==> src/hdl/vrfa_pkg.sv <==
// Shared types, register codes and decode functions of the video register file access unit.
package vrfa_pkg;

   // Register file geometry.
   localparam int REGISTER_COUNT = 64;
   localparam int LOC_WIDTH      = 6;
   localparam int WORD_WIDTH     = 14;

   // Access kinds.
   typedef enum logic [0:0] {
      OP_READ  = 1'b0,
      OP_WRITE = 1'b1
   } opcode_type;

   // Registers with a behavior of their own.
   localparam logic [LOC_WIDTH-1:0] REG_DISPLAY_ENABLE = 6'h20;
   localparam logic [LOC_WIDTH-1:0] REG_MODE_SELECT    = 6'h21;
   localparam logic [LOC_WIDTH-1:0] REG_VERSION        = 6'h22;
   localparam logic [LOC_WIDTH-1:0] REG_STACK_FIRST    = 6'h28;
   localparam logic [LOC_WIDTH-1:0] REG_STACK_LAST     = 6'h2B;
   localparam logic [LOC_WIDTH-1:0] REG_BORDER_COLOR   = 6'h2C;
   localparam logic [LOC_WIDTH-1:0] REG_HORIZ_OFFSET   = 6'h30;
   localparam logic [LOC_WIDTH-1:0] REG_VERT_OFFSET    = 6'h31;
   localparam logic [LOC_WIDTH-1:0] REG_BLOCK_EDGES    = 6'h32;

   // Version words.
   localparam logic [WORD_WIDTH-1:0] VERSION_BASE    = 14'h3FFF;
   localparam logic [WORD_WIDTH-1:0] VERSION_VARIANT = 14'h3FF7;

   // One bus access.
   typedef struct packed {
      logic        opcode;
      logic [15:0] address;
      logic [15:0] write_data;
      logic        bus_enabled;
   } req_type;

   // One access result with the current display status.
   typedef struct packed {
      logic [13:0] read_data;
      logic        display_enable_strobe;
      logic        color_stack_mode;
      logic        color_mode_changed;
      logic        color_stack_changed;
      logic [3:0]  border_color;
      logic [2:0]  horizontal_offset;
      logic [2:0]  vertical_offset;
      logic        block_left;
      logic        block_top;
   } rsp_type;

   // Value stored by a write, after the group mask.
   function automatic logic [WORD_WIDTH-1:0] write_mask(
      input logic [LOC_WIDTH-1:0] loc,
      input logic [15:0]          data
   );
      logic [WORD_WIDTH-1:0] value;
      logic [WORD_WIDTH-1:0] own_bit;
      value   = data[WORD_WIDTH-1:0];
      own_bit = '0;
      own_bit[loc[2:0]] = 1'b1;
      priority if (loc < 6'h08) begin
         write_mask = value & 14'h07FF;
      end else if (loc < 6'h10) begin
         write_mask = value & 14'h0FFF;
      end else if (loc < 6'h18) begin
         write_mask = value & 14'h3FFF;
      end else if (loc < 6'h20) begin
         // A sprite never records a collision with itself.
         write_mask = value & 14'h03FF & ~own_bit;
      end else if (loc == REG_DISPLAY_ENABLE) begin
         write_mask = value & 14'h3FFF;
      end else if (loc >= REG_STACK_FIRST && loc <= REG_BORDER_COLOR) begin
         write_mask = value & 14'h000F;
      end else if (loc == REG_HORIZ_OFFSET || loc == REG_VERT_OFFSET) begin
         write_mask = value & 14'h0007;
      end else if (loc == REG_BLOCK_EDGES) begin
         write_mask = value & 14'h0003;
      end else begin
         write_mask = '0;
      end
   endfunction

   // Value returned by an enabled read, with the always-one bits merged in.
   function automatic logic [WORD_WIDTH-1:0] read_value(
      input logic [LOC_WIDTH-1:0]  loc,
      input logic [WORD_WIDTH-1:0] word,
      input logic                  variant
   );
      priority if (loc < 6'h08) begin
         read_value = 14'h3800 | word;
      end else if (loc < 6'h10) begin
         read_value = 14'h3000 | word;
      end else if (loc < 6'h18) begin
         read_value = word;
      end else if (loc < 6'h20) begin
         read_value = 14'h3C00 | word;
      end else if (loc == REG_DISPLAY_ENABLE) begin
         read_value = '0;
      end else if (loc == REG_VERSION) begin
         read_value = variant ? VERSION_VARIANT : VERSION_BASE;
      end else if (loc >= REG_STACK_FIRST && loc <= REG_BORDER_COLOR) begin
         read_value = 14'h3FF0 | word;
      end else if (loc == REG_HORIZ_OFFSET || loc == REG_VERT_OFFSET) begin
         read_value = 14'h3FF8 | word;
      end else if (loc == REG_BLOCK_EDGES) begin
         read_value = 14'h3FFC | word;
      end else begin
         read_value = word;
      end
   endfunction

endpackage

==> src/hdl/video_register_file_access_unit.sv <==
// Top level of the video register file access unit.
//
// A bus access word is taken on req_word at a rising edge where start is high
// and busy is low. busy stays low: a new access may be issued in every cycle.
// Each access gives exactly one result word on rsp_word, marked by rsp_valid
// for a single cycle; the receiver cannot stall, so the word must be taken then.
// Throughput is one access per cycle. The read stage reads the register file
// memory (one synchronous read port); the update stage merges the word, updates
// the mode flag and writes back. A read that follows a write to the same register
// in the next cycle takes the written value through a forwarding path.
// The chip revision is set through csr_write_enable and csr_write_data; the user
// must write it only while no access is in flight; the block does not enforce it.
// Reset clears the per-entry valid bits, so every stored word is taken as zero
// afterwards; it also clears the mode flag, the status copies and the revision
// bit. No clearing pass is needed and the block is ready at once.
module video_register_file_access_unit #(
   parameter int REGISTER_COUNT = vrfa_pkg::REGISTER_COUNT
) (
   input  logic              clock,
   input  logic              reset,
   input  logic              start,
   output logic              busy,
   input  vrfa_pkg::req_type req_word,
   input  logic              csr_write_enable,
   input  logic              csr_write_data,
   output logic              rsp_valid,
   output vrfa_pkg::rsp_type rsp_word
);

   localparam int IndexWidth = $clog2(REGISTER_COUNT);

   // Register file storage, no reset; valid bits stand for the zero reset.
   logic [vrfa_pkg::WORD_WIDTH-1:0] mem [REGISTER_COUNT];
   logic [REGISTER_COUNT-1:0]       valid_ff;
   logic [REGISTER_COUNT-1:0]       valid_in;

   // Read stage.
   logic                            accept;
   logic [IndexWidth-1:0]           rd_index;
   logic [vrfa_pkg::WORD_WIDTH-1:0] mem_rd_ff;
   logic                            entry_valid_ff;
   logic                            entry_valid_in;
   logic                            fwd_ff;
   logic                            fwd_in;
   logic [vrfa_pkg::WORD_WIDTH-1:0] fwd_data_ff;

   // Update stage.
   logic                            s1_valid_ff;
   vrfa_pkg::req_type               s1_req_ff;
   logic [vrfa_pkg::LOC_WIDTH-1:0]  s1_loc;
   logic [IndexWidth-1:0]           s1_index;
   logic                            s1_write;
   logic [vrfa_pkg::WORD_WIDTH-1:0] s1_word;
   logic [vrfa_pkg::WORD_WIDTH-1:0] s1_wval;

   // Control and status state.
   logic        variant_ff;
   logic        mode_ff;
   logic        mode_in;
   logic        mode_changed;
   logic [3:0]  border_ff;
   logic [3:0]  border_in;
   logic [2:0]  hoff_ff;
   logic [2:0]  hoff_in;
   logic [2:0]  voff_ff;
   logic [2:0]  voff_in;
   logic [1:0]  edges_ff;
   logic [1:0]  edges_in;
   logic [13:0] read_data;

   // Result register.
   logic              rsp_valid_ff;
   vrfa_pkg::rsp_type rsp_ff;
   vrfa_pkg::rsp_type rsp_in;

   assign busy     = 1'b0;
   assign accept   = start && !busy;
   assign rd_index = req_word.address[IndexWidth-1:0];

   assign s1_loc   = s1_req_ff.address[vrfa_pkg::LOC_WIDTH-1:0];
   assign s1_index = s1_req_ff.address[IndexWidth-1:0];
   assign s1_write = s1_valid_ff && (s1_req_ff.opcode == vrfa_pkg::OP_WRITE)
                     && s1_req_ff.bus_enabled;
   assign s1_wval  = vrfa_pkg::write_mask(s1_loc, s1_req_ff.write_data);

   // A read issued while the previous access writes the same entry forwards it.
   assign fwd_in         = s1_write && (s1_index == rd_index);
   assign entry_valid_in = valid_ff[rd_index];

   // Stored word as seen by the access in the update stage.
   always_comb begin
      if (fwd_ff) begin
         s1_word = fwd_data_ff;
      end else if (entry_valid_ff) begin
         s1_word = mem_rd_ff;
      end else begin
         s1_word = '0;
      end
   end

   // Memory read and write ports.
   always_ff @(posedge clock) begin
      if (accept) begin
         mem_rd_ff <= mem[rd_index];
      end
      if (s1_write) begin
         mem[s1_index] <= s1_wval;
      end
   end

   // Valid bits are set by the first write of each entry.
   always_comb begin
      valid_in = valid_ff;
      if (s1_write) begin
         valid_in[s1_index] = 1'b1;
      end
   end

   // Mode flag, status copies and read data of the access in the update stage.
   always_comb begin
      mode_in      = mode_ff;
      mode_changed = 1'b0;
      border_in    = border_ff;
      hoff_in      = hoff_ff;
      voff_in      = voff_ff;
      edges_in     = edges_ff;
      read_data    = '0;
      if (s1_write) begin
         if (s1_loc == vrfa_pkg::REG_MODE_SELECT && mode_ff) begin
            mode_in      = 1'b0;
            mode_changed = 1'b1;
         end
         if (s1_loc == vrfa_pkg::REG_BORDER_COLOR) begin
            border_in = s1_wval[3:0];
         end
         if (s1_loc == vrfa_pkg::REG_HORIZ_OFFSET) begin
            hoff_in = s1_wval[2:0];
         end
         if (s1_loc == vrfa_pkg::REG_VERT_OFFSET) begin
            voff_in = s1_wval[2:0];
         end
         if (s1_loc == vrfa_pkg::REG_BLOCK_EDGES) begin
            edges_in = s1_wval[1:0];
         end
      end else if (s1_valid_ff && (s1_req_ff.opcode == vrfa_pkg::OP_READ)) begin
         if (!s1_req_ff.bus_enabled) begin
            // Disabled bus: the bus floats back the low address bits.
            read_data = s1_req_ff.address[13:0];
         end else begin
            if (s1_loc == vrfa_pkg::REG_MODE_SELECT && !mode_ff) begin
               mode_in      = 1'b1;
               mode_changed = 1'b1;
            end
            read_data = vrfa_pkg::read_value(s1_loc, s1_word, variant_ff);
         end
      end
   end

   // Result word.
   always_comb begin
      rsp_in.read_data             = read_data;
      rsp_in.display_enable_strobe = s1_write
                                     && (s1_loc == vrfa_pkg::REG_DISPLAY_ENABLE);
      rsp_in.color_stack_mode      = mode_in;
      rsp_in.color_mode_changed    = mode_changed;
      rsp_in.color_stack_changed   = s1_write
                                     && (s1_loc >= vrfa_pkg::REG_STACK_FIRST)
                                     && (s1_loc <= vrfa_pkg::REG_STACK_LAST);
      rsp_in.border_color          = border_in;
      rsp_in.horizontal_offset     = hoff_in;
      rsp_in.vertical_offset       = voff_in;
      rsp_in.block_left            = edges_in[0];
      rsp_in.block_top             = edges_in[1];
   end

   // Pipeline payload registers.
   always_ff @(posedge clock) begin
      if (accept) begin
         s1_req_ff      <= req_word;
         fwd_ff         <= fwd_in;
         fwd_data_ff    <= s1_wval;
         entry_valid_ff <= entry_valid_in;
      end
      rsp_ff <= rsp_in;
   end

   // Control state.
   always_ff @(posedge clock) begin
      if (reset) begin
         s1_valid_ff  <= 1'b0;
         rsp_valid_ff <= 1'b0;
         valid_ff     <= '0;
         variant_ff   <= 1'b0;
         mode_ff      <= 1'b0;
         border_ff    <= '0;
         hoff_ff      <= '0;
         voff_ff      <= '0;
         edges_ff     <= '0;
      end else begin
         s1_valid_ff  <= accept;
         rsp_valid_ff <= s1_valid_ff;
         valid_ff     <= valid_in;
         mode_ff      <= mode_in;
         border_ff    <= border_in;
         hoff_ff      <= hoff_in;
         voff_ff      <= voff_in;
         edges_ff     <= edges_in;
         if (csr_write_enable) begin
            variant_ff <= csr_write_data;
         end
      end
   end

   assign rsp_valid = rsp_valid_ff;
   assign rsp_word  = rsp_ff;

endmodule
==> config.mk <==
export PLATFORM = sky130hd
export DESIGN_NAME = video_register_file_access_unit
export DESIGN_NICKNAME = d
export VERILOG_FILES = /design/src/hdl/vrfa_pkg.sv /design/src/hdl/video_register_file_access_unit.sv
export SDC_FILE = /design/constraint.sdc
export NUM_CORES = 1
export LEC_CHECK = 0
export BUFFER_PORTS_ARGS = -buffer_cell sky130_fd_sc_hd__buf_4
export CORE_ASPECT_RATIO = 1.75
export CORE_MARGIN = 5
export CORE_UTILIZATION = 50
export DETAILED_ROUTE_END_ITERATION = 7
export PLACE_DENSITY = 0.74
export SLEW_MARGIN = 20
export SYNTH_ARGS = -nofsm -noshare
export SYNTH_HDL_FRONTEND = slang
export SYNTH_SLANG_ARGS = --single-unit
==> constraint.sdc <==
create_clock -name clock -period 6.15 [get_ports clock]
set_input_delay 0.615 -clock clock [delete_from_list [all_inputs] [get_ports clock]]
set_output_delay 0.615 -clock clock [all_outputs]
set_load 0.05 [all_outputs]
# --- Word-level counts from Yosys, hierarchy flattened ---
# Memory sizes are Yosys's and may differ from the RTL's. A register that Yosys moved wholly into a read port is not among the register bits.
# Cells that the tools add are included.
word_totals:
  register_bits: 156
  ramBits: 896
  inputBits: 39
  mem_count: 1
classes:
  n_lt_le_gt_ge: 12
  n_eq_ne: 8
  n_mux: 47
  n_bitwise: 5
  n_reduce_logical: 15
mem_list:
  columns: ["memory", "depth", "word_bits", "rd", "rd_ports_with_merged_regs", "write_ports", "line_no", "text"]
  rows:
  - ["mem", 64, 14, 1, 1, 1, "video_register_file_access_unit.sv:33", "logic [vrfa_pkg::WORD_WIDTH-1:0] mem [REGISTER_COUNT];"]
ops:
  columns: ["cell", "n"]
  rows:
  - ["14-bit 2-to-1 mux", 17]
  - ["64-bit bitwise OR", 1]
  - ["6-bit equality test (second input constant)", 7]
  - ["4-bit 2-to-1 mux", 4]
  - ["1-bit 2-to-1 mux", 15]
  - ["3-bit 2-to-1 mux", 5]
  - ["10-bit by 14-bit AND with 14-bit output", 1]
  - ["6-bit by 7-bit less-than comparator with 1-bit output (second input constant)", 2]
  - ["8-bit NOT with 14-bit output", 1]
  - ["6-bit <= comparator (second input constant)", 2]
  - ["1-bit logical AND", 12]
  - ["6-bit by 5-bit less-than comparator with 1-bit output (second input constant)", 2]
  - ["1-bit binary-select mux with 6-bit select", 1]
  - ["1-bit demux with 6-bit select", 1]
  - ["6-bit equality test", 1]
  - ["6-bit by 1-bit greater-or-equal comparator with 1-bit output (second input constant)", 1]
  - ["6-bit greater-or-equal comparator (second input constant)", 1]
  - ["6-bit by 4-bit less-than comparator with 1-bit output (second input constant)", 1]
  - ["6-bit less-than comparator (second input constant)", 1]
  - ["2-bit 2-to-1 mux", 3]
  - ["3-bit by 5-bit less-than comparator with 1-bit output (second input constant)", 1]
  - ["1-bit demux with 3-bit select", 1]
  - ["3-bit by 1-bit greater-or-equal comparator with 1-bit output (second input constant)", 1]
  - ["1-bit NOT", 2]
  - ["other kinds (3)", 3]

# --- Logic depth before layout (Yosys ltp) ---
logic_depth:
  ltp_word: 12
  mapped_depth: 9

# --- Worst setup path before layout ---
# OpenSTA, ideal clock, no wires.
synth_path:
  path_kind: "reg2reg"
  startpoint: "register s1_req_ff, in the netlist s1_index[0]"
  endpoint: "register fwd_data_ff[2] in the netlist's numbering (data pin)"
  setup_time_ns: 0.753
  arrival_time_ns: 3.791
  required_ns: 5.397
  path_slack_ns: 1.607
  stages_incl_launch_ff: 5
  path_buffers: 1
  synth_period_minus_slack_ns: 4.543
  path_cell_list: "edfxtp_1 buf_2 o21ai_0 a221oi_1 a211oi_1"
synth_via:
  elab_chain_cells: 10
  word_cells_on_any_way: 25
synth_rtl:
  columns: ["element", "line_no", "text"]
  rows:
  - ["start, declared", "video_register_file_access_unit.sv:49", "vrfa_pkg::req_type s1_req_ff;"]
  - ["start signal, assigned", "video_register_file_access_unit.sv:179", "s1_req_ff <= req_word;"]
  - ["3-bit by 5-bit less-than comparator with 1-bit output (not written as such) / 3-bit by 1-bit greater-or-equal comparator with 1-bit output (equally long branches)", "vrfa_pkg.sv:61", "own_bit[loc[2:0]] = 1'b1;"]
  - ["1-bit logical AND (not written as such)", "vrfa_pkg.sv:61", null]
  - ["1-bit 2-to-1 mux (not written as such)", "vrfa_pkg.sv:61", null]
  - ["1-bit demux with 3-bit select", "vrfa_pkg.sv:61", null]
  - ["8-bit NOT with 14-bit output", "vrfa_pkg.sv:70", "write_mask = value & 14'h03FF & ~own_bit;"]
  - ["10-bit by 14-bit AND with 14-bit output", "vrfa_pkg.sv:70", null]
  - ["14-bit 2-to-1 mux", "vrfa_pkg.sv:68", "end else if (loc < 6'h20) begin"]
  - ["14-bit 2-to-1 mux", "vrfa_pkg.sv:66", "end else if (loc < 6'h18) begin"]
  - ["14-bit 2-to-1 mux", "vrfa_pkg.sv:64", "end else if (loc < 6'h10) begin"]
  - ["14-bit 2-to-1 mux (*)", "vrfa_pkg.sv:62", "priority if (loc < 6'h08) begin"]
  - ["named net s1_wval, one bit", "video_register_file_access_unit.sv:54", "logic [vrfa_pkg::WORD_WIDTH-1:0] s1_wval;"]
  - ["end signal, assigned", "video_register_file_access_unit.sv:181", "fwd_data_ff <= s1_wval;"]
  - ["end, declared", "video_register_file_access_unit.sv:45", "logic [vrfa_pkg::WORD_WIDTH-1:0] fwd_data_ff;"]
# The timed path passes the listed nets; every way through them passes the cells marked *.
# A chain may end at the register's enable or synchronous reset.

# --- Worst setup path in the final report ---
layout_path:
  startpoint: "register s1_req_ff, in the netlist s1_index[2]"
  endpoint: "memory mem[11][12] in the netlist's numbering (data pin)"
layout_via:
  elab_chain_cells: 6
  word_cells_on_any_way: 10
layout_rtl:
  columns: ["element", "line_no"]
  rows:
  - ["parallel branches: the longest is 5 deep, another holds 6-bit less-than comparator", null]
  - ["14-bit 2-to-1 mux (*)", "vrfa_pkg.sv:62"]
  - ["named net s1_wval, one bit", "video_register_file_access_unit.sv:54"]
  - ["end, declared", "video_register_file_access_unit.sv:33"]
# Mark *: on every way through the listed nets, which the timed path passes.

==> flow_metrics.env <==
export IMPL_synth_cells=2250
export IMPL_status="finished, final reports clean"
export IMPL_r2r_end="mem[11][12]"
export IMPL_areaGrowthSynthToFinish_pct=11.4
export IMPL_syn_nets=2289
export IMPL_num_vias=21100
export IMPL_pwr_density_cell_mw_per_mm2=315
export IMPL_p_leak_nw=14.1
export IMPL_fin_nets=2395
export IMPL_synthTopCellsByArea="edfxtp_1 (70%), mux4_2 (6.6%), mux2i_1 (5.8%)"
export IMPL_reg2reg_slack_ps=2080
export IMPL_cp_max_fo=35
export IMPL_clockBufferDepth=3
export IMPL_antenna_found_initial=4
export IMPL_setup_slack_ps=2080
export IMPL_p_sw_mw=3.01
export IMPL_seqPwrFrac_pct=56.2
export IMPL_post_cts_setup_buffers=0
export IMPL_period_share_pct=66.2
export IMPL_rows=138
export IMPL_clock_skew_ps=32.3
export IMPL_slew_violations=0
export IMPL_fin_cells=3473
export IMPL_htreeDepth=3
export IMPL_timing_hold_ws_ps=129
export IMPL_yosysUniqueCellTypes=66
export IMPL_hp_class="in2reg"
export IMPL_portBuffers=65
export IMPL_final_area_mm2=0.0455
export IMPL_cts_sink_count=1066
export IMPL_worstSetupPathType="reg2reg"
export IMPL_wl_um=95000
export IMPL_required_ps=6570
export IMPL_gp_congestion=0.927
export IMPL_drc_errors=0
export IMPL_avgSynthCellArea_um2=18.2
export IMPL_worstMarginPinSlew_ps=1160
export IMPL_synth_edff_count=956
export IMPL_drv_cap=0
export IMPL_crit_end="mem[11][12]"
export IMPL_drtAntennaViolNets=0
export IMPL_num_antenna_cells=0
export IMPL_placedCellCount=3321
export IMPL_cts_tree="built"
export IMPL_io_pins=71
export IMPL_yosysSeqAreaShare_pct=75.7
export IMPL_worst_r2r_path_depth=6
export IMPL_tns_ps=0
export IMPL_detail_route_wl_per_cell_um=27.4
export IMPL_crit_start="s1_index[2]"
export IMPL_insertion_delay_ps=670
export IMPL_cts_resized=0
export IMPL_clock_root_buffer="clkbuf_16"
export IMPL_ys_ff_latch=1066
export IMPL_worstSetupEndpointType="flop"
export IMPL_switching_share_pct=21.0
export IMPL_intPower_mw=11.3
export IMPL_finalSetupViolCount=0
export IMPL_drtPass1Iterations=8
export IMPL_cp_start_kind="flop"
export IMPL_grtUsageTotal_pct=21.5
export IMPL_hold_viol=0
export IMPL_syn_area_mm2=0.0408
export IMPL_core_area_mm2=0.0810
export IMPL_relSlewSlack_pct=22.5
export IMPL_synthArstFlopShare_pct=0
export IMPL_start_util_pct=50.4
export IMPL_rr_startpoint="s1_index[2]"
export IMPL_nFillCells=5869
export IMPL_die_area_mm2=0.0877
export IMPL_max_freq_mhz=246
export IMPL_place_ws_ps=2160
export IMPL_timing_final_crit_period_ps=4070
export IMPL_drt_iter0_drc=2167
export IMPL_viasPerCell=6.08
export IMPL_synth_top_area_cell="edfxtp_1"
export IMPL_clkPwrFrac_pct=38.4
export IMPL_dpl_cell_area_mm2=0.0427
export IMPL_grt_first_pass_wirelength_um=139000
export IMPL_die_x_um=226
export IMPL_ys_warn_count=0
export IMPL_ir_drop_v=0.000263
export IMPL_grt_pass1_vias=21900
export IMPL_die_h_um=388
export IMPL_grt_setup_unrepaired="false"
export IMPL_drive_gt1_share_pct=18.5
export IMPL_cts_made_buffers=83
export IMPL_gr_total_overflow=0
export IMPL_dpl_hpwl_um=58300
export IMPL_synthFlopType="edfxtp_1"
export IMPL_hold_buffers=0
export IMPL_power_combinational_fraction_pct=5.4
export IMPL_grt_max_degree=91
export IMPL_arrival_ps=4490
export IMPL_synthDominantCellAreaShare_pct=70.3
export IMPL_clkTransAtPathRegs_ps=70
==> critical path, cell delays in order (launching register included) <==
cell and delay [ps]:
edfxtp_1 670, nor3_1 640, nand2_1 400, o21ai_1 430
a21boi_0 310, and2_2 870, buf_4 480
==> power by group through the flow <==
stage / sequential [mW] / combinational [mW] / clock, mW
after detailed placement: 8.22 / 0.771 / 0
final: 8.06 / 0.775 / 5.50
after global placement: 8.22 / 0.739 / 0
after CTS: 8.06 / 0.774 / 5.56
after floorplan: 8.22 / 0.461 / 0
after global routing: 8.06 / 0.813 / 5.85
==> layout make-up <==
| cell class | instances | area (um2) | share of cell area, % |
|---|---|---|---|
| sequential | 1066 | 30900 | 68.0 |
| multi-input combinational | 1050 | 9330 | 20.5 |
| clock buffer | 106 | 2290 | 5.03 |
| tap | 1050 | 1310 | 2.89 |
| timing repair buffer | 145 | 1110 | 2.45 |
| clock inverter | 46 | 492 | 1.08 |
| inverter | 10 | 38.8 | 0.0853 |
==> Yosys cell counts, types with 8 or more instances <==
library cell / instances
edfxtp_1: 956
clkbuf_1: 29
a31oi_1: 28
mux2i_1: 236
nand3_1: 25
o221ai_1: 15
o21ba_2: 9
o21ai_0: 9
nor2_1: 188
o22ai_1: 20
nand2b_1: 8
buf_4: 14
and3_1: 26
a22o_1: 35
a22oi_1: 86
dfxtp_1: 110
a221oi_1: 10
inv_1: 8
nor3_1: 17
mux4_2: 119
buf_2: 70
a211oi_1: 11
a21oi_1: 41
nor2b_1: 21
nand2_1: 52
==> sequential cells by signal, summed over array words and instances (netlist names) <==
signal and flops:
mem 896, s1_req_ff 24, mode_ff 1, fwd_data_ff 14, edges_ff 2, s1_valid_ff 1
valid_ff 64, fwd_ff 1, entry_valid_ff 1, voff_ff 3, border_ff 4, rsp_valid 1
s1_index 6, mem_rd_ff 14, rsp_word 30, hoff_ff 3, variant_ff 1
==> logic make-up after synthesis <==
kind of cell	synth area share [%]
DFF	75.7
and+or+nand+nor	4.26
muxes	12.8
AOI/OAI and AO/OA	5.33
buffers and inverters	1.74
xor gates and xnor gates	0.172
other	0.00918
==> worst min-delay path by stage <==
stage / startpoint / end / slack (ps) / cells after the start
2_1_floorplan: border_ff[3] / rsp_word[11] / 420 / 2
3_3_place_gp: border_ff[3] / rsp_word[11] / 440 / 2
3_5_place_dp: border_ff[0] / rsp_word[8] / 440 / 2
4_1_cts: req_word[7] / s1_req_ff[7] / 100 / 1
5_1_grt: req_word[4] / s1_req_ff[4] / 120 / 1
6_report: req_word[6] / s1_req_ff[6] / 130 / 1
==> per-layer routing <==
layer | up-vias | track usage (%) | wire (um)
met5 | - | 0 | 0
met4 | 0 | 12.8 | 6630
li1 | 9188 | - | -
met2 | 909 | 38.7 | 51000
met3 | 261 | 3.21 | 5940
met1 | 10800 | 23.8 | 31500
==> metrics by stage <==
step	util [%]	power (mW)
4_1_cts	56.2	14.4
6_report	56.2	14.3
3_3_place_gp	52.7	8.95
2_1_floorplan	-	8.68
5_1_grt	56.2	14.7
3_5_place_dp	52.7	8.99
==> placed cells by master (no fill, tap or decap), drive strengths merged, types with 35 or more instances in the layout <==
cell	instances
edfxtp	956
a22oi	86
mux4	123
nand2	53
clkbuf	107
buf	144
a21oi	41
dfxtp	110
nor2	190
a22o	35
mux2i	236
Power figures use the tool's default switching activity.
